## src/dqks_pkg.sv

```systemverilog
// ----------------------------------------------------------------------------
// dqks_pkg
// Shared types and codes for the double-ended queue with key search.
// ----------------------------------------------------------------------------
`default_nettype none

package dqks_pkg;

   // operation codes carried in the request mode field
   localparam logic [2:0] MODE_PUSH_FRONT = 3'd0;
   localparam logic [2:0] MODE_PUSH_BACK  = 3'd1;
   localparam logic [2:0] MODE_POP_FRONT  = 3'd2;
   localparam logic [2:0] MODE_POP_BACK   = 3'd3;
   localparam logic [2:0] MODE_SEARCH     = 3'd4;

   // response status codes
   localparam logic [1:0] STATUS_OK    = 2'd0;
   localparam logic [1:0] STATUS_EMPTY = 2'd1;
   localparam logic [1:0] STATUS_FULL  = 2'd2;
   localparam logic [1:0] STATUS_MISS  = 2'd3;

   // response field widths
   localparam int unsigned KEY_PORT_WIDTH   = 32;
   localparam int unsigned POS_PORT_WIDTH   = 4;
   localparam int unsigned COUNT_PORT_WIDTH = 5;

   typedef enum logic [2:0] {
      ST_IDLE,
      ST_DISPATCH,
      ST_POP_WAIT,
      ST_SEARCH,
      ST_FINISH
   } state_type;

endpackage

`default_nettype wire

```

## src/dqks_ram.sv

```systemverilog
// ----------------------------------------------------------------------------
// dqks_ram
// Simple dual-port RAM: one write port, one read port with registered data.
// ----------------------------------------------------------------------------
`default_nettype none

module dqks_ram #(
   parameter int WIDTH = 32,
   parameter int DEPTH = 16,
   localparam int AW = (DEPTH > 1) ? $clog2(DEPTH) : 1
) (
   input  wire logic             clock,
   input  wire logic             wr_en,
   input  wire logic [AW-1:0]    wr_addr,
   input  wire logic [WIDTH-1:0] wr_data,
   input  wire logic             rd_en,
   input  wire logic [AW-1:0]    rd_addr,
   output logic      [WIDTH-1:0] rd_data
);

   logic [WIDTH-1:0] mem_ff [DEPTH];
   logic [WIDTH-1:0] rd_data_ff;

   always_ff @(posedge clock) begin
      if (wr_en) begin
         mem_ff[wr_addr] <= wr_data;
      end
      if (rd_en) begin
         rd_data_ff <= mem_ff[rd_addr];
      end
   end

   assign rd_data = rd_data_ff;

endmodule

`default_nettype wire

```

## src/deque_with_key_search.sv

```systemverilog
// ----------------------------------------------------------------------------
// deque_with_key_search
// Bounded double-ended queue of keys with a linear search over the entries.
// ----------------------------------------------------------------------------
// Keys live in a circular buffer in one RAM with a registered read port; a
// small sequencer drives it and one key comparator. One request is handled at
// a time. A search compares n entries, where n is the position of the first
// match plus one, or the whole entry count on a miss, as the RAM read port
// delivers one entry per cycle. A new request is taken once the previous one
// has been placed in the output register, even while that result still waits
// for the consumer; the following result then waits in the sequencer until
// that register frees.
// ----------------------------------------------------------------------------
`default_nettype none

module deque_with_key_search #(
   parameter int DEPTH     = 16,
   parameter int KEY_WIDTH = 32
) (
   input  wire logic               clock,
   input  wire logic               reset,
   input  wire logic               req_valid,
   output logic                    req_stall,
   input  wire logic        [2:0]  req_mode,
   input  wire logic signed [31:0] req_key_in,
   output logic                    rsp_valid,
   input  wire logic               rsp_stall,
   output logic signed      [31:0] rsp_key_out,
   output logic             [1:0]  rsp_status,
   output logic             [3:0]  rsp_match_position,
   output logic             [4:0]  rsp_entry_count
);

   localparam int AW = (DEPTH > 1) ? $clog2(DEPTH) : 1;
   localparam int CW = $clog2(DEPTH + 1);

   // control state
   dqks_pkg::state_type state_ff, state_in;
   logic [AW-1:0] front_ff, front_in;
   logic [CW-1:0] count_ff, count_in;
   logic          rsp_valid_ff, rsp_valid_in;

   // item and scan payload
   logic [2:0]           item_mode_ff, item_mode_in;
   logic [KEY_WIDTH-1:0] item_key_ff, item_key_in;
   logic [AW-1:0]        pos_ff, pos_in;
   logic [AW-1:0]        addr_ff, addr_in;
   logic [KEY_WIDTH-1:0] res_key_ff, res_key_in;
   logic [1:0]           res_status_ff, res_status_in;
   logic [AW-1:0]        res_pos_ff, res_pos_in;
   logic signed [31:0]   rsp_key_ff, rsp_key_in;
   logic [1:0]           rsp_status_ff, rsp_status_in;
   logic [3:0]           rsp_pos_ff, rsp_pos_in;
   logic [4:0]           rsp_count_ff, rsp_count_in;

   // ram port
   logic                 wr_en;
   logic [AW-1:0]        wr_addr;
   logic                 rd_en;
   logic [AW-1:0]        rd_addr;
   logic [KEY_WIDTH-1:0] rd_data;

   // helpers
   logic [KEY_WIDTH+31:0] key_ext_wide;
   logic [KEY_WIDTH+31:0] res_key_wide;
   logic [AW+3:0]         res_pos_wide;
   logic [CW+4:0]         count_wide;
   logic [AW:0]           tail_sum;
   logic                  is_full;
   logic                  is_empty;
   logic                  is_last;
   logic                  key_hit;

   function automatic logic [AW-1:0] wrap_idx(input logic [AW:0] x);
      logic [AW:0] y;
      y = (x >= (AW+1)'(DEPTH)) ? x - (AW+1)'(DEPTH) : x;
      return y[AW-1:0];
   endfunction

   function automatic logic [AW-1:0] inc_idx(input logic [AW-1:0] x);
      return (x == AW'(DEPTH - 1)) ? '0 : x + AW'(1);
   endfunction

   function automatic logic [AW-1:0] dec_idx(input logic [AW-1:0] x);
      return (x == '0) ? AW'(DEPTH - 1) : x - AW'(1);
   endfunction

   dqks_ram #(
      .WIDTH (KEY_WIDTH),
      .DEPTH (DEPTH)
   ) u_store (
      .clock   (clock),
      .wr_en   (wr_en),
      .wr_addr (wr_addr),
      .wr_data (item_key_ff),
      .rd_en   (rd_en),
      .rd_addr (rd_addr),
      .rd_data (rd_data)
   );

   assign key_ext_wide = {{KEY_WIDTH{1'b0}}, req_key_in};
   assign res_key_wide = {32'b0, res_key_ff};
   assign res_pos_wide = {4'b0, res_pos_ff};
   assign count_wide   = {5'b0, count_ff};
   assign tail_sum     = (AW+1)'(front_ff) + (AW+1)'(count_ff);
   assign is_full      = (count_ff == CW'(DEPTH));
   assign is_empty     = (count_ff == '0);
   assign is_last      = ((CW'(pos_ff) + CW'(1)) == count_ff);
   assign key_hit      = (rd_data == item_key_ff);

   always_comb begin
      state_in      = state_ff;
      front_in      = front_ff;
      count_in      = count_ff;
      rsp_valid_in  = rsp_valid_ff && rsp_stall;
      item_mode_in  = item_mode_ff;
      item_key_in   = item_key_ff;
      pos_in        = pos_ff;
      addr_in       = addr_ff;
      res_key_in    = res_key_ff;
      res_status_in = res_status_ff;
      res_pos_in    = res_pos_ff;
      rsp_key_in    = rsp_key_ff;
      rsp_status_in = rsp_status_ff;
      rsp_pos_in    = rsp_pos_ff;
      rsp_count_in  = rsp_count_ff;
      wr_en         = 1'b0;
      wr_addr       = front_ff;
      rd_en         = 1'b0;
      rd_addr       = addr_ff;
      req_stall     = 1'b1;

      case (state_ff)
         dqks_pkg::ST_IDLE: begin
            req_stall = 1'b0;
            if (req_valid) begin
               item_mode_in = req_mode;
               item_key_in  = key_ext_wide[KEY_WIDTH-1:0];
               state_in     = dqks_pkg::ST_DISPATCH;
            end
         end
         dqks_pkg::ST_DISPATCH: begin
            res_key_in    = '0;
            res_status_in = dqks_pkg::STATUS_OK;
            res_pos_in    = '0;
            state_in      = dqks_pkg::ST_FINISH;
            case (item_mode_ff)
               dqks_pkg::MODE_PUSH_FRONT: begin
                  if (is_full) begin
                     res_status_in = dqks_pkg::STATUS_FULL;
                  end else begin
                     wr_en    = 1'b1;
                     wr_addr  = dec_idx(front_ff);
                     front_in = dec_idx(front_ff);
                     count_in = count_ff + CW'(1);
                  end
               end
               dqks_pkg::MODE_PUSH_BACK: begin
                  if (is_full) begin
                     res_status_in = dqks_pkg::STATUS_FULL;
                  end else begin
                     wr_en    = 1'b1;
                     wr_addr  = wrap_idx(tail_sum);
                     count_in = count_ff + CW'(1);
                  end
               end
               dqks_pkg::MODE_POP_FRONT: begin
                  if (is_empty) begin
                     res_status_in = dqks_pkg::STATUS_EMPTY;
                  end else begin
                     rd_en    = 1'b1;
                     rd_addr  = front_ff;
                     front_in = inc_idx(front_ff);
                     count_in = count_ff - CW'(1);
                     state_in = dqks_pkg::ST_POP_WAIT;
                  end
               end
               dqks_pkg::MODE_POP_BACK: begin
                  if (is_empty) begin
                     res_status_in = dqks_pkg::STATUS_EMPTY;
                  end else begin
                     rd_en    = 1'b1;
                     rd_addr  = wrap_idx(tail_sum - (AW+1)'(1));
                     count_in = count_ff - CW'(1);
                     state_in = dqks_pkg::ST_POP_WAIT;
                  end
               end
               dqks_pkg::MODE_SEARCH: begin
                  if (is_empty) begin
                     res_status_in = dqks_pkg::STATUS_MISS;
                  end else begin
                     rd_en    = 1'b1;
                     rd_addr  = front_ff;
                     addr_in  = front_ff;
                     pos_in   = '0;
                     state_in = dqks_pkg::ST_SEARCH;
                  end
               end
               default: begin
               end
            endcase
         end
         dqks_pkg::ST_POP_WAIT: begin
            res_key_in = rd_data;
            state_in   = dqks_pkg::ST_FINISH;
         end
         dqks_pkg::ST_SEARCH: begin
            // rd_data holds the entry at pos_ff; unless it matches or is the last, the next one is fetched meanwhile
            if (key_hit) begin
               res_key_in = item_key_ff;
               res_pos_in = pos_ff;
               state_in   = dqks_pkg::ST_FINISH;
            end else if (is_last) begin
               res_status_in = dqks_pkg::STATUS_MISS;
               state_in      = dqks_pkg::ST_FINISH;
            end else begin
               rd_en   = 1'b1;
               rd_addr = inc_idx(addr_ff);
               addr_in = inc_idx(addr_ff);
               pos_in  = pos_ff + AW'(1);
            end
         end
         dqks_pkg::ST_FINISH: begin
            // output register must be empty or draining this cycle
            if (!rsp_valid_ff || !rsp_stall) begin
               rsp_valid_in  = 1'b1;
               rsp_key_in    = signed'(res_key_wide[31:0]);
               rsp_status_in = res_status_ff;
               rsp_pos_in    = res_pos_wide[3:0];
               rsp_count_in  = count_wide[4:0];
               state_in      = dqks_pkg::ST_IDLE;
            end
         end
         default: begin
            state_in = dqks_pkg::ST_IDLE;
         end
      endcase
   end

   always_ff @(posedge clock) begin
      if (reset) begin
         state_ff     <= dqks_pkg::ST_IDLE;
         front_ff     <= '0;
         count_ff     <= '0;
         rsp_valid_ff <= 1'b0;
      end else begin
         state_ff     <= state_in;
         front_ff     <= front_in;
         count_ff     <= count_in;
         rsp_valid_ff <= rsp_valid_in;
      end
   end

   always_ff @(posedge clock) begin
      item_mode_ff  <= item_mode_in;
      item_key_ff   <= item_key_in;
      pos_ff        <= pos_in;
      addr_ff       <= addr_in;
      res_key_ff    <= res_key_in;
      res_status_ff <= res_status_in;
      res_pos_ff    <= res_pos_in;
      rsp_key_ff    <= rsp_key_in;
      rsp_status_ff <= rsp_status_in;
      rsp_pos_ff    <= rsp_pos_in;
      rsp_count_ff  <= rsp_count_in;
   end

   assign rsp_valid          = rsp_valid_ff;
   assign rsp_key_out        = rsp_key_ff;
   assign rsp_status         = rsp_status_ff;
   assign rsp_match_position = rsp_pos_ff;
   assign rsp_entry_count    = rsp_count_ff;

   ap_count_bound: assert property (@(posedge clock) disable iff (reset)
      count_ff <= CW'(DEPTH))
      else $error("entry count above depth");

   ap_search_nonempty: assert property (@(posedge clock) disable iff (reset)
      state_ff == dqks_pkg::ST_SEARCH |-> count_ff != '0)
      else $error("search scan running on an empty queue");

   ap_full_flag: assert property (@(posedge clock) disable iff (reset)
      (state_ff == dqks_pkg::ST_FINISH && res_status_ff == dqks_pkg::STATUS_FULL)
         |-> count_ff == CW'(DEPTH))
      else $error("full status with free entries");

   ap_empty_flag: assert property (@(posedge clock) disable iff (reset)
      (state_ff == dqks_pkg::ST_FINISH && res_status_ff == dqks_pkg::STATUS_EMPTY)
         |-> count_ff == '0)
      else $error("empty status with entries held");

   ap_count_update: assert property (@(posedge clock) disable iff (reset)
      state_ff != dqks_pkg::ST_DISPATCH |=> $stable(count_ff))
      else $error("entry count changed outside dispatch");

endmodule

`default_nettype wire

```

## config.mk

```make
export PLATFORM = sky130hd
export DESIGN_NAME = deque_with_key_search
export DESIGN_NICKNAME = d
export VERILOG_FILES = /design/src/dqks_pkg.sv /design/src/dqks_ram.sv /design/src/deque_with_key_search.sv
export SDC_FILE = /design/constraint.sdc
export NUM_CORES = 1
export LEC_CHECK = 0
export ABC_CLOCK_PERIOD_IN_PS = 7080
export BUFFER_PORTS_ARGS = -buffer_cell sky130_fd_sc_hd__buf_2
export CORE_MARGIN = 5
export CORE_UTILIZATION = 55
export DETAILED_ROUTE_END_ITERATION = 16
export MAX_ROUTING_LAYER = met4
export PLACE_DENSITY = 0.72
export SKIP_LAST_GASP = 1
export SYNTH_ARGS = -nofsm -noshare
export SYNTH_HDL_FRONTEND = slang
export SYNTH_HIERARCHICAL = 1
export SYNTH_SLANG_ARGS = --single-unit
```

## constraint.sdc

```tcl
create_clock -name clock -period 7.08 [get_ports clock]
set_clock_uncertainty 0.05 [all_clocks]
set_input_delay 0 -clock clock [delete_from_list [all_inputs] [get_ports clock]]
set_output_delay 0 -clock clock [all_outputs]
set_load 0.01 [all_outputs]
```

Word-level counts from Yosys, hierarchy flattened
Memories as Yosys holds them, arrays and structs flattened. A register that Yosys moved wholly into a read port is not among the register bits.
Index checks and enable logic that the tools add are counted.
- flip-flop bits (word level): 137
- bits in latches: 0
- bits in writable memories: 512
- ROM bits: 0
- bits of input ports: 39
- output and inout port bits: 45
- logic and storage cells: 139
- memories kept: 1
- memories (memory ; words ; bits a word ; read ports ; clocked after Yosys merged registers in ; wr ports ; RTL line ; text):
    u_store.mem_ff ; 16 ; 32 ; 1 ; 1 ; 1 ; dqks_ram.sv:21 ; logic [WIDTH-1:0] mem_ff [DEPTH];
- add/subtract/negate cells: 11
- multipliers: 0
- div/mod/pow operators: 0
- $lt $le $gt $ge: 2
- equal/unequal tests: 25
- shift operators: 0
- mux-type cells: 59
- bitwise gates (word level): 0
- reductions and logical operators: 26
- operators with widths (kind ; count):
    case mux 32 bit (3 select lines) ; 1
    two-way mux 4 bit ; 19
    case mux 4 bit (2 select lines) ; 7
    equality test 32 bit ; 1
    two-way mux 32 bit ; 1
    inequality test 2 bit (second input constant) ; 11
    two-way mux 3 bit ; 6
    case mux 3 bit (5 select lines) ; 1
    two-way mux 1 bit ; 13
    adder 4 x 1 -> 4 bit (second input constant) ; 3
    equality test 3 x 2 -> 1 bit (second input constant) ; 4
    subtractor 4 x 1 -> 4 bit (second input constant) ; 3
    >= comparator 5 bit (second input constant) ; 2
    two-way mux 5 bit ; 2
    case mux 5 bit (2 select lines) ; 1
    AND reduction 2 bit ; 5
    subtractor 5 x 1 -> 5 bit (second input constant) ; 2
    AND reduction 3 bit ; 3
    equality test 4 bit (second input constant) ; 2
    two-way mux 2 bit ; 4
    equality test 3 x 1 -> 1 bit (second input constant) ; 2
    equality test 3 bit (second input constant) ; 2
    zero test 3 bit ; 2
    case mux 2 bit (3 select lines) ; 1
    other kinds (20) ; 25

Depth between registers and ports, before layout
Gate-level depths: netlist of run 1.
- depth after elaboration: 7
- mapped depth: 14
- gate-level depth less buffers: 12

By module
Netlist of run 1, hierarchy kept.
- by module, submodules not included (module ; instances ; cells an instance ; area an instance (sq um) ; sequential area each (sq um)):
    dqks_ram ; 1 ; 838 ; 20155.6 ; 16335.7
    deque_with_key_search ; 1 ; 475 ; 6327.3 ; 3983.8

Worst setup path before layout of run 1
Ideal clock, no wire load.
- path kind: reg2reg
- start point: register count_ff[0]
- end point: memory u_store.mem_ff[0][0], enable pin
- setup time: 0.461 ns
- data arrival time: 4.513 ns
- data required time: 6.569 ns
- setup slack: 2.056 ns
- stages on the path, launching flop included: 11
- buffers on the path: 0
- clock period less this slack: 5.024 ns
- path through: dfxtp_1 -> ha_1 -> inv_1 -> fa_1 -> xor2_1 -> a311oi_1 -> o21ai_1 -> o21ai_1 -> o2bb2ai_1 -> or3b_2 -> nor3_1
- longest elaborated chain between the ends: 6
- elaborated cells between the ends (all ways): 14
- those cells by class: add/sub: 2; order compare: 1; eq/ne: 1; mux: 10
- ends and longest elaborated chain (what ; RTL line ; text):
    start: declaration ; deque_with_key_search.sv:40 ; logic [CW-1:0] count_ff, count_in;
    start signal: assignment ; deque_with_key_search.sv:249 ; count_ff <= count_in;
    adder 4 x 5 -> 5 bit ; deque_with_key_search.sv:105 ; assign tail_sum = (AW+1)'(front_ff) + (AW+1)'(count_ff);
    subtractor 4 x 1 -> 4 bit or >= comparator 5 bit (tied branches) ; deque_with_key_search.sv:76 ; y = (x >= (AW+1)'(DEPTH)) ? x - (AW+1)'(DEPTH) : x;
    two-way mux 4 bit ; deque_with_key_search.sv:76 ;
    two-way mux 4 bit ; deque_with_key_search.sv:159 ; if (is_full) begin
    case mux 4 bit (2 select lines) * ; deque_with_key_search.sv:147 ; case (item_mode_ff)
    two-way mux 4 bit * ; deque_with_key_search.sv:133 ; case (state_ff)
    net wr_addr[2] ; deque_with_key_search.sv:58 ; logic [AW-1:0] wr_addr;
    end: declaration ; dqks_ram.sv:21 ;
Mark *: on every way through the listed nets, which the timed path passes. The rest lies on a longest branch.

Worst setup path after layout of run 1
- start point: register item_key_ff[4]
- end point: register u_store.rd_data_ff[15], in the netlist u_store/rd_data[15] (read register of u_store.mem_ff), data pin
- longest elaborated chain between the ends: 3
- elaborated cells between the ends (all ways): 5
- those cells by class: eq/ne: 1; mux: 4
- ends and longest elaborated chain (what ; RTL line ; text):
    start: declaration ; deque_with_key_search.sv:45 ; logic [KEY_WIDTH-1:0] item_key_ff, item_key_in;
    start signal: assignment ; deque_with_key_search.sv:256 ; item_key_ff <= item_key_in;
    equality test 32 bit ; deque_with_key_search.sv:109 ; assign key_hit = (rd_data == item_key_ff);
    two-way mux 4 bit ; n/a ;
    case mux 4 bit (2 select lines) ; deque_with_key_search.sv:133 ;
    net rd_addr[1] ; deque_with_key_search.sv:60 ; logic [AW-1:0] rd_addr;
    end: declaration ; dqks_ram.sv:22 ; logic [WIDTH-1:0] rd_data_ff;
The timed path passes the listed nets, and every way through them passes these cells.
A chain may end at the register's enable or synchronous reset.

==> results of run 1 <==
-- metrics by stage --
stage | hold slack (ns) | util [%] | total power [uW] | worst slack, ns | instances
after detailed placement | 0.128 | 58.4 | 5090 | 2.04 | 1975
after CTS | 0.0316 | 63.7 | 8530 | 2.02 | 2136
after global placement | 0.126 | 58.4 | 5080 | 2.11 | 1975
after global routing | 0.0557 | 63.7 | 8750 | 1.73 | 2136
after floorplan | 0.0228 | - | 4940 | 2.06 | 1313
final | 0.0543 | 63.7 | 8460 | 1.97 | 2136
-- logic make-up (layout without fill, tap and decap cells) --
kind of cell	count (synthesis)	in the layout
flops	681	681
compound gates	186	186
simple gates	177	177
mux	134	134
buf+inv	74	282
xor+xnor	47	47
fa+ha+maj	14	14
-- worst max-delay path by stage --
stage / start / to / cells after the start / slack, ns
6_report: item_key_ff[4] / u_store/rd_data[15] / 10 / 1.97
5_1_grt: item_key_ff[16] / u_store/rd_data[22] / 10 / 1.73
4_1_cts: item_key_ff[4] / u_store/rd_data[15] / 10 / 2.02
3_5_place_dp: item_key_ff[4] / u_store/rd_data[16] / 10 / 2.04
3_3_place_gp: item_key_ff[16] / u_store/rd_data[12] / 10 / 2.11
2_1_floorplan: count_ff[0] / u_store/mem_ff[0][0] / 10 / 2.06
-- power by group through the flow --
| stage | Clock [uW] | Sequential, uW | Combinational [uW] |
|---|---|---|---|
| 6_report | 3440 | 4600 | 427 |
| 5_1_grt | 3680 | 4610 | 461 |
| 4_1_cts | 3500 | 4600 | 429 |
| 3_5_place_dp | 0 | 4680 | 412 |
| 3_3_place_gp | 0 | 4680 | 408 |
| 2_1_floorplan | 0 | 4650 | 288 |
-- placed cells by master (no fill, tap or decap), types with 7 or more instances in the layout --
master,instances
mux4_2,128
o21ai_0,7
buf_4,27
nand2b_1,8
xnor2_1,40
clkbuf_16,69
nor2_4,15
a21oi_1,25
dfxtp_1,13
buf_2,83
and3_1,7
dlygate4sd3_1,39
clkinv_1,15
nand4_1,10
a22oi_1,65
nor3_1,8
ha_1,12
clkinv_2,11
inv_1,7
nor2_1,31
nand2_1,59
clkbuf_1,13
a21o_1,7
edfxtp_1,668
a22o_1,33
-- routing by layer --
layer	share of wire [%]	vias up	global-route usage, %
met5	0	-	-
met4	2.8	0	7.59
met3	8.8	102	4.26
met2	49	685	36.8
met1	39	6964	32.3
li1	-	5752	-
-- sequential cells by signal, indices dropped and copies added, names as in the netlist, 3 cells and up --
signal / flops
u_store/mem_ff: 512
res_pos_ff: 4
pos_ff: 4
res_key_ff: 32
rsp_match_position: 4
item_key_ff: 32
addr_ff: 4
rsp_entry_count: 5
item_mode_ff: 3
state_ff: 3
u_store/rd_data: 32
front_ff: 4
count_ff: 5
rsp_key_out: 32
-- area by class of cell --
type	instances	area (um2)
flip-flops and latches	681	20300
fillers	3150	17300
multi-input cells	558	6010
clock buffers	84	1800
repair buffers	152	1070
well taps	615	769
clock inverters	38	337
inverters	8	30.0
==> flow_summary_export.csv, run 1 <==
group,metric,value,unit
logic_synthesis,ys.flop_type,"edfxtp_1",
logic_synthesis,synth_xor_area_share,1.61,%
clocking,insertion_delay,0.60,ns
setup_path,cp_top_family,"compound AO/OA/AOI/OAI gates",
logic_synthesis,yosysMostFrequentCell,"edfxtp_1",
drt,first_iter_violations,1531,
hold_path,hp-class,"input port to register",
global_routing,grt_overflow,0,
timing,timing.setup.tns,0,ns
power,peakVddDrop,0.000178,V
timing,min_period_over_period,72.2,%
setup_path,r2r-end,"u_store/rd_data[15]",
power,combPwrFrac,5.0,%
drt,postRouteAntennaNets,0,
clocking,numClockSinks,681,
power,power_leakage,0.00988,uW
floorplan,die_x,229,um
global_routing,grt_pass1_wl,89.0,mm
hold_path,holdPathEnd,"item_key_ff[21]",
power,clkPwrFrac,40.6,%
floorplan,fp.dieH,229,um
timing,slew_headroom,34.3,%
hold_path,min_from,"req_key_in[21]",
clocking,holdBufCountCts,39,
setup_path,max_stage_delay,0.76,ns
placed_design,gp_congestion,0.876,
floorplan,die-area,52600,um2
logic_synthesis,syn_area,26500,um2
global_routing,antenna_found_initial,0,
logic_synthesis,synthTopCellsByCount,"668 x edfxtp_1, 128 x mux4_2, 65 x a22oi_1",
logic_synthesis,synth_top_area_share,75.7,%
setup_path,crit_chain,"xnor2_1 -> nand4_1 -> nor4_1 -> a21o_1 -> mux2i_1 -> o22ai_4 -> buf_12 -> mux4_2 -> a22oi_1 -> nand2_1",
finish,drive_above_1_share,24.9,%
hold_path,whs_path_depth,2,
finish,stdcell_area,30300,um2
setup_path,start_kind,"register",
timing,rsz0062_at_grt,"false",
clocking,cts_tree,"done",
clocking,cts_resized,0,
logic_synthesis,avgSynthCellArea,20.2,um2
logic_synthesis,synth_edf_count,668,
global_routing,grt_usage,23.6,%
logic_synthesis,yosys-top-cells-area,"edfxtp_1 76%, mux4_2 11%, a22oi_1 1.8%",
setup_path,cp_slowest_cell,"o22ai_4",
logic_synthesis,synth_seq_cells,681,
logic_synthesis,synth_top_family_by_area,"multiplexers",
logic_synthesis,syn_nets,1366,
setup_path,crit_fanout,86,
power,p_seq_share,54.3,%
global_routing,grt_pass1_vias,13600,
timing,hold_viol_final,0,
drt,drcViolationCount,0,
logic_synthesis,synth_simple_gate_area_share,3.27,%
drt,avgViaCountPerCell,6.32,
timing,timing.final.crit_period,5.11,ns
power,powerDensity,279,nW/um2
setup_path,r2r_cells,10,
finish,syn_to_final_growth,14.6,%
logic_synthesis,synth.yosys.seq_area_share,76.7,%
drt,wire_per_inst,28.0,um
placed_design,hpwl,31.3,mm
logic_synthesis,muxShareOfSynthArea,11.1,%
drt,vias,13500,
setup_path,crit_buf_inv,1,
floorplan,core-area,47600,um2
status,outcome,"finished clean",
power,p_sw_share,20.9,%
timing,setup_violations,0,
drt,wirelength,59.8,mm
power,p_int,6700,uW
logic_synthesis,ys_warn_count,6,
power,p_switching,1770,uW
logic_synthesis,async_reset_ff_share,0,%
timing,max_freq,196,MHz
logic_synthesis,syn_inst,1313,
timing,drv_slew,0,
run,drv_cap,0,
setup_path,ff2ff_setup_slack,1.97,ns
logic_synthesis,synth_compound_area_share,5.24,%
global_routing,grt_start_max_net_pins,87,
setup_path,critical_path_class,"register to register",
clocking,htreeDepth,3,
clocking,cts_buffers,67,
floorplan,io_pins,84,
placed_design,portBuffers,83,
setup_path,arrival,5.39,ns
clocking,cts_setup_buffers,0,
logic_synthesis,synthAdderAreaFrac,0.718,%
logic_synthesis,synth_area_leader_cell,"edfxtp_1",
timing,worst_pin_slew,0.986,ns
clocking,clkTransAtPathRegs,0.06,ns
drt,dr.pass1.iters,7,
finish,antennaDiodeCount,0,
finish,layout.nets,1521,
logic_synthesis,yosys.cell_types.count,70,
floorplan,core.rowCount,80,
floorplan,start_util,55.6,%
clocking,max-clock-path-buffers,3,
setup_path,r2r_start,"item_key_ff[4]",
clocking,clock-root-buffer,"clkbuf_16",
setup_path,worst_ep_required_time,7.36,ns
setup_path,end_kind,"register",
placed_design,post_dp_cell_area,27800,um2
No activity file was read; power rests on OpenSTA's default activity.
==> run 2, diff against run 1 <==
ABC_CLOCK_PERIOD_IN_PS = 5200   (was 7080)
clock period = 5.2 ns   (was 7.08 ns; I/O delays follow)
==> run 2 against run 1 <==
  * Die area stayed put
  * Combinational power is 47% higher
  * Total power is 36% higher
  * Final cell count is 0.84% higher
  * Register-to-register slack worse by 1.5 ns
  * Clock-buffer cell count is 1 higher
  * Sequential share of layout area is 0.37 points lower
  * Sequential power is 36% higher
  * Largest cell class unchanged
==> flow_summary_export.csv, run 2 (synthesis gave the netlist of run 1 again) <==
group,metric,value,unit
global_routing,grt_pass1_vias,13800,
clocking,cts_resized,0,
timing,slew_headroom,35.6,%
timing,timing.setup.tns,0,ns
timing,drv_slew,0,
drt,drcViolationCount,0,
global_routing,grt_start_max_net_pins,58,
finish,final_cell_mix,"668 x edfxtp_1, 128 x mux4_2, 83 x buf_2",
drt,wire_per_inst,28.2,um
floorplan,start_util,55.6,%
finish,layout_commonest_cell,"edfxtp_1",
clocking,cts_buffers,69,
drt,vias,13700,
clocking,clkTransAtPathRegs,0.06,ns
floorplan,die_x,229,um
finish,drive_above_1_share,25.5,%
setup_path,end_kind,"register",
setup_path,start_kind,"register",
setup_path,critical_path_class,"register to register",
power,power_leakage,0.00997,uW
drt,route.met2.wl,29.9,mm
timing,worst_pin_slew,0.957,ns
run,drv_cap,0,
floorplan,core.rowCount,80,
drt,dr.pass1.iters,7,
drt,wirelength,60.7,mm
status,outcome,"finished clean",
timing,max_freq,209,MHz
finish,antennaDiodeCount,0,
clocking,holdBufCountCts,39,
timing,setup_violations,0,
finish,syn_to_final_growth,15.2,%
clocking,cts_tree,"done",
placed_design,hpwl,32.5,mm
drt,wl_met1,23.4,mm
placed_design,gp_congestion,0.891,
drt,highest_layer,"met4",
hold_path,hp-class,"input port to register",
global_routing,grt_overflow,0,
drt,postRouteAntennaNets,0,
clocking,insertion_delay,0.61,ns
drt,route.met3.wl,5.59,mm
power,peakVddDrop,0.000205,V
floorplan,core-area,47600,um2
timing,rsz0062_at_grt,"false",
drt,avgViaCountPerCell,6.38,
placed_design,dp_cells,1992,
clocking,cts_setup_buffers,0,
timing,hold_viol_final,0,
power,finalPower,11500,uW
floorplan,io_pins,84,
global_routing,grt_pass1_wl,90.3,mm
timing,min_period_over_period,92.0,%
drt,first_iter_violations,1775,
global_routing,grt_usage,23.9,%
setup_path,arrival,5.09,ns
power,powerDensity,377,nW/um2
finish,fin_cells,2154,
clocking,max-clock-path-buffers,3,
timing,timing.final.crit_period,4.78,ns
finish,largest_register_ffs,512,
finish,layout.nets,1540,
floorplan,fp.dieH,229,um
placed_design,portBuffers,83,
setup_path,crit_fanout,24,
floorplan,die-area,52600,um2
finish,top_register,"u_store/mem_ff",
clocking,htreeDepth,3,
clocking,numClockSinks,681,
global_routing,antenna_found_initial,0,
clocking,clock-root-buffer,"clkbuf_16",
setup_path,worst_ep_required_time,5.51,ns
## run 2: cell types whose count changed in the layout (fill, tap and decap cells not counted), moves of 2 or more
cell       delta
buf_12        +6
buf_4        +11
bufinv_16     -2
clkbuf_16     +2
clkinv_1      +4
clkinv_2      -2
clkinv_8      -2
inv_6         +2
## run 2: final cells by class
type / instances / area (um2)
Fill cell: 3128 / 17100
Clock buffer: 85 / 1840
Clock inverter: 38 / 265
Timing Repair Buffer: 169 / 1270
Multi-Input combinational cell: 558 / 6010
Tap cell: 615 / 769
Inverter: 8 / 30.0
Sequential cell: 681 / 20300
## run 2: path summary, 6_finish.rpt
check	startpoint	end	slack, ns	depth (start not counted)
setup / recovery	item_key_ff[17]	u_store/rd_data[28]	0.42	10
hold / removal	req_key_in[13]	item_key_ff[13]	0.07	2
setup reg to reg	item_key_ff[17]	u_store/rd_data[28]	0.42	10
hold reg to reg	res_key_ff[18]	rsp_key_out[18]	0.36	0
## run 2: metrics by stage
step | hold slack [ns] | utilization [%] | setup WS, ns | area [um2]
5_1_grt | 0.0682 | 64.0 | 0.113 | 30500
3_3_place_gp | 0.127 | 58.8 | 0.517 | 28000
4_1_cts | 0.0342 | 64.0 | 0.398 | 30500
2_1_floorplan | 0.0228 | - | 0.176 | 26500
6_report | 0.0654 | 64.0 | 0.419 | 30500
3_5_place_dp | 0.128 | 58.8 | 0.374 | 28000
## run 2: worst max-delay path, cell delays in order (launching register included)
cell and delay (ns):
edfxtp_1 0.61, xnor2_1 0.56, nand4_1 0.31, nor4_1 0.57
a21o_1 0.43, and3_1 0.23, a211o_4 0.49, buf_4 0.42
mux4_2 0.55, a22oi_1 0.21, nand2_1 0.08
## run 2: metal layers
| layer | up-vias | global-route usage [%] |
|---|---|---|
| li1 | 5794 | - |
| met3 | 133 | 4.42 |
| met2 | 717 | 37.4 |
| met4 | 0 | 8.23 |
| met5 | - | - |
| met1 | 7091 | 32.4 |
## run 2: report_power, final
group / total, uW / leakage [uW] / internal, uW / switching, uW
clock network: 4640 / 0.00103 / 2660 / 1980
logic: 629 / 0.00279 / 272 / 357
registers: 6240 / 0.00616 / 6140 / 95.1
